File: config.mk
export PLATFORM = sky130hd
export DESIGN_NAME = hmp_to_midi_track_transcoder_core_flat
export DESIGN_NICKNAME = d
export VERILOG_FILES = /design/src/rtl/core/hmp2midi_pkg.sv /design/src/rtl/core/hmp2midi_in_if.sv /design/src/rtl/core/hmp2midi_out_if.sv /design/src/rtl/core/hmp_to_midi_track_transcoder_core.sv /design/src/rtl/core/hmp2midi_front.sv /design/src/rtl/core/hmp2midi_queue.sv /design/src/rtl/core/hmp2midi_back.sv /design/src/flat_wrapper.sv
export SDC_FILE = /design/constraint.sdc
export NUM_CORES = 1
export LEC_CHECK = 0
export BUFFER_PORTS_ARGS = -buffer_cell sky130_fd_sc_hd__buf_4
export CAP_MARGIN = 20
export CORE_UTILIZATION = 35
export CTS_CLUSTER_SIZE = 12
export DETAILED_ROUTE_END_ITERATION = 16
export PLACE_DENSITY = 0.47
export SYNTH_ARGS = -nofsm -noshare
export SYNTH_HDL_FRONTEND = slang
export SYNTH_SLANG_ARGS = --single-unit
File: constraint.sdc
create_clock -name clk -period 5.3 [get_ports clk]
set_input_delay 0.53 -clock clk [delete_from_list [all_inputs] [get_ports clk]]
set_output_delay 0.53 -clock clk [all_outputs]
set_load 0.05 [all_outputs]
File: src/rtl/core/hmp2midi_pkg.sv
`timescale 1ns / 1ps

package hmp2midi_pkg;

	typedef enum logic [2:0] {
		PH_DELTA  = 3'd0,
		PH_STATUS = 3'd1,
		PH_CHAN   = 3'd2,
		PH_MTYPE  = 3'd3,
		PH_MLEN   = 3'd4,
		PH_MBODY  = 3'd5,
		PH_DONE   = 3'd6
	} phase_t;

	typedef enum logic [1:0] {
		ERR_NONE       = 2'd0,
		ERR_NO_STATUS  = 2'd1,
		ERR_DELTA_LONG = 2'd2,
		ERR_BAD_STATUS = 2'd3
	} err_code_t;

	// status and meta bytes
	localparam logic [7:0] META_STATUS = 8'hFF;
	localparam logic [7:0] META_END    = 8'h2F;

	// channel message kinds (status high nibble)
	localparam logic [3:0] ST_NOTE_OFF = 4'h8;
	localparam logic [3:0] ST_NOTE_ON  = 4'h9;
	localparam logic [3:0] ST_POLY_AT  = 4'hA;
	localparam logic [3:0] ST_CTRL     = 4'hB;
	localparam logic [3:0] ST_PROG     = 4'hC;
	localparam logic [3:0] ST_CHAN_AT  = 4'hD;
	localparam logic [3:0] ST_PITCH    = 4'hE;

	localparam int QUEUE_DEPTH = 4;

	// per-run flags that ride on the last result of a run
	typedef struct packed {
		logic        done;
		err_code_t   err;
		logic [31:0] length;
	} run_info_t;

endpackage

File: src/rtl/core/hmp2midi_in_if.sv
`timescale 1ns / 1ps

interface hmp2midi_in_if;
	logic       valid;
	logic       ready;
	logic [7:0] in_byte;
	logic       first_of_track;
	logic       last_of_data;

	modport source (output valid, output in_byte, output first_of_track,
		output last_of_data, input ready);
	modport sink (input valid, input in_byte, input first_of_track,
		input last_of_data, output ready);
endinterface

File: src/rtl/core/hmp2midi_out_if.sv
`timescale 1ns / 1ps

interface hmp2midi_out_if;
	logic        valid;
	logic        ready;
	logic [7:0]  out_byte;
	logic        has_byte;
	logic        last_of_run;
	logic        track_done;
	logic [31:0] track_length;
	logic [1:0]  error_code;

	modport source (output valid, output out_byte, output has_byte, output last_of_run,
		output track_done, output track_length, output error_code, input ready);
	modport sink (input valid, input out_byte, input has_byte, input last_of_run,
		input track_done, input track_length, input error_code, output ready);
endinterface

File: src/rtl/core/hmp_to_midi_track_transcoder_core.sv
`timescale 1ns / 1ps
// flow: an accepted item's run is written into the run queue, then its first result is loaded
//   into the output register; the rest of its results follow one per cycle unless ready is low
// throughput: one item per cycle while the run queue has room; each gives up to MAX_DELTA_BYTES
//   results; the four-entry queue between parser and output stage absorbs bursts of long deltas
// reset: arst_n clears parser phase, running status, counts, the run queue and the output valid

module hmp_to_midi_track_transcoder_core import hmp2midi_pkg::*; #(
	parameter int MAX_DELTA_BYTES = 4
) (
	input  logic           clk,
	input  logic           arst_n,
	hmp2midi_in_if.sink    hmp,
	hmp2midi_out_if.source midi
);

	localparam int NB_W = $clog2(MAX_DELTA_BYTES + 1);
	localparam int QW   = NB_W + MAX_DELTA_BYTES * 8 + $bits(run_info_t);

	// at most one run per accepted item: its bytes, how many, and the end-of-run flags
	logic                             push, pop, q_full, q_empty;
	logic [NB_W-1:0]                  f_nb, h_nb;
	logic [MAX_DELTA_BYTES-1:0][7:0]  f_bytes, h_bytes;
	run_info_t                        f_info, h_info;
	logic [QW-1:0]                    q_wdata, q_rdata;

	// front: parses HMP bytes, rewrites deltas, strips running status
	hmp2midi_front #(
		.MAX_DELTA_BYTES(MAX_DELTA_BYTES)
	) u_front (
		.clk      (clk),
		.arst_n   (arst_n),
		.hmp      (hmp),
		.q_full   (q_full),
		.push     (push),
		.run_nb   (f_nb),
		.run_bytes(f_bytes),
		.run_info (f_info)
	);

	assign q_wdata = {f_nb, f_bytes, f_info};

	// run queue decouples parser stalls from output stalls
	hmp2midi_queue #(
		.W(QW)
	) u_queue (
		.clk   (clk),
		.arst_n(arst_n),
		.push  (push),
		.wdata (q_wdata),
		.full  (q_full),
		.pop   (pop),
		.empty (q_empty),
		.rdata (q_rdata)
	);

	assign {h_nb, h_bytes, h_info} = q_rdata;

	// back: serializes each run into result items, flags on the last one
	hmp2midi_back #(
		.MAX_DELTA_BYTES(MAX_DELTA_BYTES)
	) u_back (
		.clk    (clk),
		.arst_n (arst_n),
		.q_empty(q_empty),
		.h_nb   (h_nb),
		.h_bytes(h_bytes),
		.h_info (h_info),
		.pop    (pop),
		.midi   (midi)
	);

endmodule

File: src/rtl/core/hmp2midi_front.sv
`timescale 1ns / 1ps

module hmp2midi_front import hmp2midi_pkg::*; #(
	parameter int MAX_DELTA_BYTES = 4
) (
	input  logic                                clk,
	input  logic                                arst_n,
	hmp2midi_in_if.sink                         hmp,
	input  logic                                q_full,
	output logic                                push,
	output logic [$clog2(MAX_DELTA_BYTES+1)-1:0] run_nb,
	output logic [MAX_DELTA_BYTES-1:0][7:0]     run_bytes,
	output run_info_t                           run_info
);

	localparam int DC_W = $clog2(MAX_DELTA_BYTES);
	localparam int NB_W = $clog2(MAX_DELTA_BYTES + 1);
	localparam int SH_N = MAX_DELTA_BYTES - 1;

	phase_t      phase_q;
	logic [DC_W-1:0] dc_q;
	logic [7:0]  rs_q;
	logic [7:0]  bl_q;
	logic        me_q;
	logic [31:0] cnt_q;
	logic        failed_q;
	logic [SH_N-1:0][6:0] sh_q;

	phase_t      eff_phase, nxt_phase;
	logic [DC_W-1:0] eff_dc, nxt_dc;
	logic [7:0]  eff_rs, nxt_rs;
	logic [7:0]  eff_bl, nxt_bl, bl_tmp;
	logic        eff_me, nxt_me;
	logic [31:0] eff_cnt, nxt_cnt;
	logic        eff_failed, nxt_failed;
	logic        skip, shift_en, done_ev, done, emit, accept, ok;
	logic [NB_W-1:0] nb;
	err_code_t   err;
	logic [7:0]  b;

	assign b          = hmp.in_byte;
	assign hmp.ready  = !q_full;
	assign accept     = hmp.valid && hmp.ready;

	// start of track clears state before the byte is looked at
	assign eff_phase  = hmp.first_of_track ? PH_DELTA : phase_q;
	assign eff_dc     = hmp.first_of_track ? '0 : dc_q;
	assign eff_rs     = hmp.first_of_track ? '0 : rs_q;
	assign eff_bl     = hmp.first_of_track ? '0 : bl_q;
	assign eff_me     = hmp.first_of_track ? 1'b0 : me_q;
	assign eff_cnt    = hmp.first_of_track ? '0 : cnt_q;
	assign eff_failed = hmp.first_of_track ? 1'b0 : failed_q;
	assign skip       = eff_failed || (eff_phase == PH_DONE);

	always_comb begin
		nxt_phase  = eff_phase;
		nxt_dc     = eff_dc;
		nxt_rs     = eff_rs;
		nxt_bl     = eff_bl;
		nxt_me     = eff_me;
		nxt_cnt    = eff_cnt;
		nxt_failed = eff_failed;
		nb         = '0;
		err        = ERR_NONE;
		done_ev    = 1'b0;
		done       = 1'b0;
		shift_en   = 1'b0;
		ok         = 1'b1;
		bl_tmp     = '0;
		run_bytes  = '0;
		run_bytes[0] = b;
		if (!skip) begin
			case (eff_phase)
				PH_DELTA: begin
					if (b[7]) begin
						// final group first, then stored groups newest to oldest
						run_bytes[0] = {eff_dc != '0, b[6:0]};
						for (int k = 1; k < MAX_DELTA_BYTES; k++) begin
							run_bytes[k] = {NB_W'(k) < NB_W'(eff_dc), sh_q[k-1]};
						end
						nb        = NB_W'(eff_dc) + NB_W'(1);
						nxt_dc    = '0;
						nxt_phase = PH_STATUS;
					end else if (eff_dc >= DC_W'(MAX_DELTA_BYTES - 1)) begin
						err = ERR_DELTA_LONG;
					end else begin
						shift_en = 1'b1;
						nxt_dc   = eff_dc + DC_W'(1);
					end
				end
				PH_STATUS: begin
					if (b == META_STATUS) begin
						nb        = NB_W'(1);
						nxt_phase = PH_MTYPE;
					end else if (!b[7]) begin
						err = ERR_NO_STATUS;
					end else begin
						case (b[7:4])
							ST_NOTE_OFF, ST_NOTE_ON, ST_POLY_AT, ST_CTRL, ST_PITCH: begin
								nxt_bl = 8'd2;
							end
							ST_PROG, ST_CHAN_AT: begin
								nxt_bl = 8'd1;
							end
							default: begin
								ok  = 1'b0;
								err = ERR_BAD_STATUS;
							end
						endcase
						if (ok) begin
							// running status: drop a repeated status
							nb        = (b != eff_rs) ? NB_W'(1) : NB_W'(0);
							nxt_rs    = b;
							nxt_phase = PH_CHAN;
						end
					end
				end
				PH_CHAN: begin
					nb     = NB_W'(1);
					bl_tmp = (eff_bl != '0) ? eff_bl - 8'd1 : 8'd0;
					nxt_bl = bl_tmp;
					if (bl_tmp == '0) begin
						nxt_phase = PH_DELTA;
					end
				end
				PH_MTYPE: begin
					nb        = NB_W'(1);
					nxt_me    = (b == META_END);
					nxt_phase = PH_MLEN;
				end
				PH_MLEN, PH_MBODY: begin
					nb = NB_W'(1);
					if (eff_phase == PH_MLEN) begin
						bl_tmp = b;
					end else begin
						bl_tmp = (eff_bl != '0) ? eff_bl - 8'd1 : 8'd0;
					end
					nxt_bl = bl_tmp;
					if (bl_tmp == '0) begin
						if (eff_me) begin
							done_ev = 1'b1;
						end else begin
							nxt_phase = PH_DELTA;
						end
					end else begin
						nxt_phase = PH_MBODY;
					end
				end
				default: begin
					nxt_phase = PH_DELTA;
				end
			endcase
			nxt_cnt = eff_cnt + 32'(nb);
			if (err != ERR_NONE) begin
				nxt_failed = 1'b1;
			end else if (done_ev || hmp.last_of_data) begin
				done      = 1'b1;
				nxt_phase = PH_DONE;
			end
		end
	end

	assign emit = !skip && ((nb != '0) || (err != ERR_NONE) || done);
	assign push = accept && emit;
	assign run_nb = nb;
	assign run_info.done   = done;
	assign run_info.err    = err;
	assign run_info.length = done ? nxt_cnt : 32'd0;

	always_ff @(posedge clk or negedge arst_n) begin
		if (!arst_n) begin
			phase_q  <= PH_DELTA;
			dc_q     <= '0;
			rs_q     <= '0;
			bl_q     <= '0;
			me_q     <= 1'b0;
			cnt_q    <= '0;
			failed_q <= 1'b0;
		end else if (accept) begin
			phase_q  <= nxt_phase;
			dc_q     <= nxt_dc;
			rs_q     <= nxt_rs;
			bl_q     <= nxt_bl;
			me_q     <= nxt_me;
			cnt_q    <= nxt_cnt;
			failed_q <= nxt_failed;
		end
	end

	// delta groups, newest at index 0
	always_ff @(posedge clk) begin
		if (accept && shift_en) begin
			sh_q[0] <= b[6:0];
			for (int k = 1; k < SH_N; k++) begin
				sh_q[k] <= sh_q[k-1];
			end
		end
	end

endmodule

File: src/rtl/core/hmp2midi_queue.sv
`timescale 1ns / 1ps

module hmp2midi_queue import hmp2midi_pkg::*; #(
	parameter int W = 8
) (
	input  logic         clk,
	input  logic         arst_n,
	input  logic         push,
	input  logic [W-1:0] wdata,
	output logic         full,
	input  logic         pop,
	output logic         empty,
	output logic [W-1:0] rdata
);

	localparam int PW = $clog2(QUEUE_DEPTH);
	localparam int CW = $clog2(QUEUE_DEPTH + 1);

	logic [W-1:0]  slot_q [QUEUE_DEPTH];
	logic [PW-1:0] wr_q, rd_q;
	logic [CW-1:0] cnt_q;

	assign full  = (cnt_q == CW'(QUEUE_DEPTH));
	assign empty = (cnt_q == '0);
	assign rdata = slot_q[rd_q];

	always_ff @(posedge clk or negedge arst_n) begin
		if (!arst_n) begin
			wr_q  <= '0;
			rd_q  <= '0;
			cnt_q <= '0;
		end else begin
			if (push) begin
				wr_q <= wr_q + PW'(1);
			end
			if (pop) begin
				rd_q <= rd_q + PW'(1);
			end
			case ({push, pop})
				2'b10:   cnt_q <= cnt_q + CW'(1);
				2'b01:   cnt_q <= cnt_q - CW'(1);
				default: cnt_q <= cnt_q;
			endcase
		end
	end

	always_ff @(posedge clk) begin
		if (push) begin
			slot_q[wr_q] <= wdata;
		end
	end

endmodule

File: src/rtl/core/hmp2midi_back.sv
`timescale 1ns / 1ps

module hmp2midi_back import hmp2midi_pkg::*; #(
	parameter int MAX_DELTA_BYTES = 4
) (
	input  logic                                 clk,
	input  logic                                 arst_n,
	input  logic                                 q_empty,
	input  logic [$clog2(MAX_DELTA_BYTES+1)-1:0] h_nb,
	input  logic [MAX_DELTA_BYTES-1:0][7:0]      h_bytes,
	input  run_info_t                            h_info,
	output logic                                 pop,
	hmp2midi_out_if.source                       midi
);

	localparam int IX_W = $clog2(MAX_DELTA_BYTES);
	localparam int NB_W = $clog2(MAX_DELTA_BYTES + 1);

	logic [IX_W-1:0] idx_q;
	logic            vld_q, has_q, last_q, done_q;
	logic [7:0]      byte_q;
	logic [31:0]     len_q;
	logic [1:0]      err_q;
	logic            load, fin;

	// last result of the head run: a run with no bytes gives one flag-only result
	assign fin  = (h_nb == '0) || (NB_W'(idx_q) == h_nb - NB_W'(1));
	assign load = !q_empty && (!vld_q || midi.ready);
	assign pop  = load && fin;

	always_ff @(posedge clk or negedge arst_n) begin
		if (!arst_n) begin
			vld_q <= 1'b0;
			idx_q <= '0;
		end else begin
			if (load) begin
				vld_q <= 1'b1;
				idx_q <= fin ? '0 : idx_q + IX_W'(1);
			end else if (midi.ready) begin
				vld_q <= 1'b0;
			end
		end
	end

	always_ff @(posedge clk) begin
		if (load) begin
			has_q  <= (h_nb != '0);
			byte_q <= (h_nb != '0) ? h_bytes[idx_q] : 8'd0;
			last_q <= fin;
			done_q <= fin && h_info.done;
			len_q  <= (fin && h_info.done) ? h_info.length : 32'd0;
			err_q  <= fin ? h_info.err : ERR_NONE;
		end
	end

	assign midi.valid        = vld_q;
	assign midi.out_byte     = byte_q;
	assign midi.has_byte     = has_q;
	assign midi.last_of_run  = last_q;
	assign midi.track_done   = done_q;
	assign midi.track_length = len_q;
	assign midi.error_code   = err_q;

endmodule

File: src/flat_wrapper.sv
// flat-port wrapper written by rule: the top's interface ports become plain ports
module hmp_to_midi_track_transcoder_core_flat import hmp2midi_pkg::*;
#(
	parameter int MAX_DELTA_BYTES = 4
)
  (clk, arst_n, hmp_valid, hmp_in_byte, hmp_first_of_track, hmp_last_of_data, hmp_ready, midi_valid, midi_out_byte, midi_has_byte, midi_last_of_run, midi_track_done, midi_track_length, midi_error_code, midi_ready);
  hmp2midi_in_if hmp_i ();
  hmp2midi_out_if midi_i ();
  input  logic clk;
  input  logic arst_n;
  input wire logic [$bits(hmp_i.valid)-1:0] hmp_valid;
  input wire logic [$bits(hmp_i.in_byte)-1:0] hmp_in_byte;
  input wire logic [$bits(hmp_i.first_of_track)-1:0] hmp_first_of_track;
  input wire logic [$bits(hmp_i.last_of_data)-1:0] hmp_last_of_data;
  output wire logic [$bits(hmp_i.ready)-1:0] hmp_ready;
  output wire logic [$bits(midi_i.valid)-1:0] midi_valid;
  output wire logic [$bits(midi_i.out_byte)-1:0] midi_out_byte;
  output wire logic [$bits(midi_i.has_byte)-1:0] midi_has_byte;
  output wire logic [$bits(midi_i.last_of_run)-1:0] midi_last_of_run;
  output wire logic [$bits(midi_i.track_done)-1:0] midi_track_done;
  output wire logic [$bits(midi_i.track_length)-1:0] midi_track_length;
  output wire logic [$bits(midi_i.error_code)-1:0] midi_error_code;
  input wire logic [$bits(midi_i.ready)-1:0] midi_ready;
  assign hmp_i.valid = hmp_valid;
  assign hmp_i.in_byte = hmp_in_byte;
  assign hmp_i.first_of_track = hmp_first_of_track;
  assign hmp_i.last_of_data = hmp_last_of_data;
  assign hmp_ready = hmp_i.ready;
  assign midi_valid = midi_i.valid;
  assign midi_out_byte = midi_i.out_byte;
  assign midi_has_byte = midi_i.has_byte;
  assign midi_last_of_run = midi_i.last_of_run;
  assign midi_track_done = midi_i.track_done;
  assign midi_track_length = midi_i.track_length;
  assign midi_error_code = midi_i.error_code;
  assign midi_i.ready = midi_ready;
  hmp_to_midi_track_transcoder_core #(.MAX_DELTA_BYTES(MAX_DELTA_BYTES)) u_core (.clk(clk), .arst_n(arst_n), .hmp(hmp_i), .midi(midi_i));
endmodule
==> reports/qor.csv, run 1 <==
metric;value;unit
path_clk_slew;0.06;ns
grtUsageMet1;22.6;%
hp-class;in -> async;
dpl.hpwl;23.9;mm
fmax;0.247;GHz
ir_drop;0.271;mV
fin_crit;4.04;ns
track_usage;16.1;%
synth_edf_count;342;
synth_cell_types;74;
dr.pass1.iters;5;
setup_tns;0;ns
ys_top_cells_by_area;edfxtp_1 58%, mux4_2 9.6%, dfrtp_1 9.2%;
cts_made_buffers;46;
critPathLaunchType;register;
first_iter_violations;643;
setup_viol;0;
path_max_fanout;8;
cts.repair.resized;0;
dieArea;51600;sq um
crit_type;reg -> reg;
ant_nets;0;
yosysTopAreaCell;edfxtp_1;
via_per_inst;5.12;
overflow;0;
die_h;227;um
top_usage_layer;met2;
tightest_slew;0.972;ns
cts_tree;built;
clock_latency;0.57;ns
end_kind;register;
core;50100;sq um
maxSlewViolCount;0;
antenna_found_initial;1;
fp-row-count;82;
clock_path_buffers;3;
hold_buffers;0;
final_cell_mix;342 x edfxtp_1, 90 x nor2_1, 76 x mux4_2, 76 x nand2_1, 72 x buf_4;
leakage;7.32;nW
synth-seq-area-share;67.1;%
drive_gt1_share;19.0;%
hold_violations;0;
slew-limit-headroom;35.2;%
pin_count;61;
drv_cap;0;
area_growth;15.8;%
powerDensity;539;nW/um^2
netlist_instances;1174;
ys_ff_latch;407;
num_vias;9965;
yosys_warnings;0;
critical_path_arrival;4.53;ns
grt_max_degree;74;
synth_top_area_share;57.9;%
final_area;20500;sq um
cts_root_buf;clkbuf_16;
io_buffers;60;
antenna_cells;0;
cts_sinks;407;
postSynthAreaPerCell;15.1;sq um
rsz0062_at_grt;false;
placed_cell_area;19000;sq um
grt_pass1_wl;62.2;mm
h-tree-depth;2;
fin_crit_sh;76.3;%
cts_setup_buffers;0;
synth_flop_cell;edfxtp_1;
final_common_cell;edfxtp_1;
use_met3;2.77;%
wire_per_inst;20.7;um
layout.nets;1270;
async_flop_share;16.0;%
syn-num-nets;1206;
grtUsageMet2;25.5;%
grt_pass1_vias;10296;
syn_area;17700;sq um
chipWidth;227;um
status;completed;
finClkSkew;0.0147;ns
cp.required;5.78;ns
route.detailed.drc;0;
initial_core_util;35.4;%
wirelength;40.2;mm
place_congestion;0.783;
==> per-layer routing <==
layer  part of all wire [%]  wire (um)
met5                      0          0
met4                    2.2        875
met3                    3.7       1470
met2                     46      18600
met1                     48      19200
==> synth_stat cells, drive strengths merged (2+ instances only) <==
master,instances
a21o,4
a21oi,29
a22o,17
a31oi,7
a32o,3
a32oi,2
and2,29
and3,43
and4b,3
buf,19
clkbuf,43
dfrtp,65
edfxtp,342
fa,2
ha,16
inv,26
mux2,3
mux2i,19
mux4,76
nand2,77
nand2b,18
nand3,6
nand3b,3
nand4,6
nand4b,2
nor2,92
nor2b,31
nor3,28
nor4,8
nor4b,3
nor4bb,3
o21ai,58
o21bai,2
o22ai,3
o31a,2
o31ai,2
o32a,2
o32ai,3
or3,7
or4,2
or4b,2
xnor2,35
xor2,12
==> power by group <==
| group | switching, W | leakage [nW] | internal (W) |
|---|---|---|---|
| logic | 0.00203 | 2.40 | 0.00128 |
| registers | 0.000371 | 4.18 | 0.00415 |
| clock network | 0.00127 | 0.741 | 0.00197 |
==> final timing paths <==
kind / from / endpoint / slack, ns / depth (start not counted)
min in group clk: midi_ready / u_core.u_back.midi.valid$_DFFE_PN0P_ / 0.23 / 4
min reg2reg: u_core.u_front.sh_q[7]$_DFFE_PP_ / u_core.u_front.sh_q[14]$_DFFE_PP_ / 0.44 / 0
max: u_core.u_front.bl_q[0]$_DFFE_PN0P_ / u_core.u_queue.cnt_q[2]$_DFFE_PN0P_ / 1.26 / 16
min: arst_n / u_core.u_front.cnt_q[28]$_DFFE_PN0P_ / 0.10 / 1
max in group asynchronous: arst_n / u_core.u_queue.rd_q[0]$_DFFE_PN0P_ / 4.43 / 1
max reg2reg: u_core.u_front.bl_q[0]$_DFFE_PN0P_ / u_core.u_queue.cnt_q[2]$_DFFE_PN0P_ / 1.26 / 16
==> sequential cells by signal, summed over array words and instances, names as in the netlist, 2 cells and up <==
register                         cells
u_core.u_queue.slot_q              276
u_core.u_queue.wr_q                  2
u_core.u_back.midi.error_code        2
u_core.u_front.phase_q               3
u_core.u_front.rs_q                  8
u_core.u_back.midi.track_length     32
u_core.u_queue.cnt_q                 3
u_core.u_front.bl_q                  8
u_core.u_back.midi.out_byte          8
u_core.u_front.sh_q                 21
u_core.u_back.idx_q                  2
u_core.u_queue.rd_q                  2
u_core.u_front.dc_q                  2
u_core.u_front.cnt_q                32
==> cell families after synthesis <==
group | Yosys count | synth area share, %
AO/OA/AOI/OAI | 147 | 5.37
XOR/XNOR | 47 | 2.32
adder cells (fa/ha/maj) | 18 | 1.35
buffers and inverters | 88 | 2.02
flip-flops | 407 | 67.1
multiplexers | 98 | 10.9
AND/OR/NAND/NOR | 369 | 10.9
==> metrics by stage <==
stage               hold WS (ns)  instances  power [W]  util [%]  worst slack (ns)
finish                     0.104       1945     0.0111      41.0              1.26
global route               0.164       1945     0.0116      41.0              1.02
CTS                        0.127       1945     0.0113      41.0              1.25
detailed placement         0.429       1862    0.00799      38.0             0.988
global placement           0.423       1861    0.00796      37.9              1.03
floorplan                  0.234       1174    0.00689         -             0.245
==> critical path, cell delays in order (launching register included) <==
cell	delay [ns]
dfrtp_1	0.48
nor2b_1	0.29
inv_1	0.10
ha_1	0.30
nor2b_1	0.19
a32o_1	0.28
or3_1	0.37
a31o_1	0.23
a41o_4	0.31
o31a_4	0.33
inv_1	0.07
ha_1	0.17
inv_1	0.06
fa_1	0.37
xor2_1	0.15
nor2_1	0.12
xor2_1	0.16
==> final cells by class <==
| type | instances | area (sq um) |
|---|---|---|
| clock buffer | 63 | 1280 |
| fill | 4652 | 29500 |
| inverter | 26 | 97.6 |
| sequential | 407 | 11900 |
| clock inverter | 20 | 255 |
| tap | 672 | 841 |
| multi-input combinational | 679 | 5500 |
| timing repair buffer | 78 | 656 |
(Power assumes the default switching activity.)
==> run 2: changes to the inputs <==
--- a/config.mk
+++ b/config.mk
@@ -10,7 +10,7 @@
 export CORE_UTILIZATION = 35
 export CTS_CLUSTER_SIZE = 12
 export DETAILED_ROUTE_END_ITERATION = 16
-export PLACE_DENSITY = 0.47
+export PLACE_DENSITY = 0.49
 export SYNTH_ARGS = -nofsm -noshare
 export SYNTH_HDL_FRONTEND = slang
 export SYNTH_SLANG_ARGS = --single-unit
==> constraint.sdc (replaced) <==
create_clock -name clk -period 3.7 [get_ports clk]
set_input_delay 0.37 -clock clk [delete_from_list [all_inputs] [get_ports clk]]
set_output_delay 0.37 -clock clk [all_outputs]
set_load 0.05 [all_outputs]
==> run 2 against run 1 <==
- clock skew increased by 0.0010 ns
- global-route usage decreased by 0.29 points
- final area increased by 3.4%
- sequential share of layout area decreased by 1.9 points
- first-iteration DRC count decreased by 0.31%
- sequential power increased by 38%
- cell count increased by 3.8%
- routed wire length decreased by 2.5%
- die area unchanged
==> reports/qor.csv, run 2 (synthesis gave the netlist of run 1 again) <==
metric;value;unit;change
status;completed;;
worstPathCellList;nor2b_1 > inv_1 > ha_4 > nor2b_4 > a32o_1 > or3_1 > a31o_1 > a41o_4 > o31a_4 > inv_2 > ha_4 > inv_2 > fa_2 > xor2_1 > nor2_1 > xor2_1;;
r2r-end;u_core.u_queue.cnt_q[2]$_DFFE_PN0P_;;
pin_count;61;;unchanged
worst_path_max_delay_cell;or3_1;;
antenna_found_initial;0;;-1
finClkSkew;0.0158;ns;+0.00104 ns
multi_input_area;5640;sq um;+2.4%
route.detailed.drc;0;;unchanged
path_clk_slew;0.06;ns;about the same
fmax;0.289;GHz;+17%
design_power_total;0.0159;W;+44%
min-delay-start;midi_ready;;
setup_tns;0;ns;unchanged
core;50100;sq um;unchanged
wirelength;39.2;mm;-2.5%
rsz0062_at_grt;false;;
place_congestion;0.856;;+9.4%
r2r_cells;16;;unchanged
drive_gt1_share;24.8;%;+5.8 points
fin_crit;3.46;ns;-0.578 ns
ant_nets;0;;unchanged
critPathLaunchType;register;;
tightest_slew;1.00;ns;+0.0280 ns
setup_viol;0;;unchanged
seq_area;11900;sq um;about the same
num_vias;10066;;+1.0%
crit_type;reg -> reg;;
regToRegSetupSlack;0.24;ns;-1.02 ns
hold_path_depth;4;;
hold_violations;0;;unchanged
grt_pass1_vias;10318;;+0.21%
cp.required;4.18;ns;-1.60 ns
p_seq_share;39.1;%;-1.7 points
dieArea;51600;sq um;unchanged
utilization;42.4;%;+1.4 points
largest_reg_flops;276;;unchanged
initial_core_util;35.4;%;unchanged
h-tree-depth;2;;unchanged
track_usage;15.8;%;-0.29 points
maxSlewViolCount;0;;unchanged
clock_latency;0.56;ns;about the same
r2r_start;u_core.u_front.bl_q[0]$_DFFE_PN0P_;;
cts_sinks;407;;unchanged
via_per_inst;4.99;;-2.6%
cpPeakStageDelay;0.37;ns;-0.11 ns
wire_per_inst;19.4;um;-6.1%
hold_path_end;u_core.u_back.midi.valid$_DFFE_PN0P_;;
p_int;0.0107;W;+44%
cts_made_buffers;44;;-4.3%
io_buffers;60;;unchanged
leakage;7.70;nW;+5.1%
drv_cap;0;;unchanged
grt_max_degree;74;;unchanged
clock_path_buffers;3;;unchanged
first_iter_violations;641;;-0.31%
overflow;0;;unchanged
fillers;4603;;-1.1%
cts_setup_buffers;0;;unchanged
combPwrFrac;33.9;%;+4.0 points
area_growth;19.7;%;
die_h;227;um;unchanged
largest-register;u_core.u_queue.slot_q;;
dr.pass1.iters;5;;unchanged
power.switching;0.00525;W;+43%
final_area;21200;sq um;+3.4%
placed_cell_area;19700;sq um;+3.9%
clkPwrFrac;27.1;%;-2.2 points
p_sw_share;33.0;%;-0.17 points
layout.nets;1345;;+5.9%
path_max_fanout;3;;-5
final_common_cell;edfxtp_1;;
grt_pass1_wl;61.4;mm;-1.2%
final_cell_mix;342 x edfxtp_1, 140 x buf_4, 89 x nor2_1, 76 x mux4_2, 75 x nand2_1;;
ir_drop;0.460;mV;+70%
fin_crit_sh;93.6;%;+17 points
powerDensity;750;nW/um^2;+39%
slew-limit-headroom;33.3;%;-1.9 points
fp-row-count;82;;unchanged
dpl.hpwl;25.1;mm;+4.8%
chipWidth;227;um;unchanged
end_kind;register;;
hp-class;in -> reg;;
cts_root_buf;clkbuf_16;;
cts_tree;built;;
antenna_cells;0;;unchanged
critical_path_arrival;3.95;ns;-0.58 ns
[run 2: critical path: cells and delay by family (launching register included)]
kind	cells	cell delay [ns]
compound gates	4	1.07
xor+xnor	2	0.30
fa+ha+maj	3	0.65
buf+inv	3	0.21
flops	1	0.35
simple gates	4	0.81
[run 2: cell type report]
class	count	share of cell area [%]
Clock buffer	66	5.96
Clock inverter	13	0.701
Inverter	26	0.459
Multi-Input combinational cell	679	26.5
Sequential cell	407	56.0
Tap cell	672	3.96
Timing Repair Buffer	155	6.35
[run 2: metrics by stage]
step / hold slack [ns] / cells / setup slack [ns]
5_1_grt: 0.0793 / 2018 / 0.0326
2_1_floorplan: 0.0744 / 1174 / -0.136
3_5_place_dp: 0.426 / 1938 / -0.0522
3_3_place_gp: 0.422 / 1937 / -0.0451
4_1_cts: 0.0542 / 2018 / 0.0398
6_report: 0.0788 / 2018 / 0.236
[run 2: per-layer routing]
layer | global-route usage (%) | wire, um
met5 | 0 | 0
met3 | 2.94 | 1500
met2 | 25.2 | 18400
met1 | 22.3 | 18700
met4 | 3.68 | 586
[run 2: worst max-delay path by stage]
stage | startpoint | to | slack, ns | cells past startpoint
detailed placement | hmp_first_of_track | u_core.u_queue.slot_q[3][18]$_DFFE_PP_ | -0.05 | 17
finish | u_core.u_front.bl_q[0]$_DFFE_PN0P_ | u_core.u_queue.cnt_q[2]$_DFFE_PN0P_ | 0.24 | 16
global placement | hmp_first_of_track | u_core.u_queue.slot_q[0][18]$_DFFE_PP_ | -0.05 | 17
floorplan | hmp_first_of_track | u_core.u_queue.cnt_q[2]$_DFFE_PN0P_ | -0.14 | 20
CTS | u_core.u_front.rs_q[4]$_DFFE_PN0P_ | u_core.u_queue.slot_q[0][18]$_DFFE_PP_ | 0.04 | 16
global route | u_core.u_front.rs_q[6]$_DFFE_PN0P_ | u_core.u_queue.slot_q[0][18]$_DFFE_PP_ | 0.03 | 16
[run 2: repair_timing]
| item | CTS | global route |
|---|---|---|
| resized for setup | 0 | 14 |
| hold buffers | 1 | 0 |
| endpoints found under the hold margin | 40 | 0 |
| setup endpoints to repair | 0 | 17 |
[run 2: power groups by stage]
| stage | combinational (W) | sequential (W) | clock [W] |
|---|---|---|---|
| floorplan | 0.00286 | 0.00704 | 0 |
| global placement | 0.00539 | 0.00631 | 0 |
| detailed placement | 0.00549 | 0.00633 | 0 |
| CTS | 0.00550 | 0.00623 | 0.00445 |
| global route | 0.00585 | 0.00630 | 0.00463 |
| finish | 0.00539 | 0.00622 | 0.00431 |
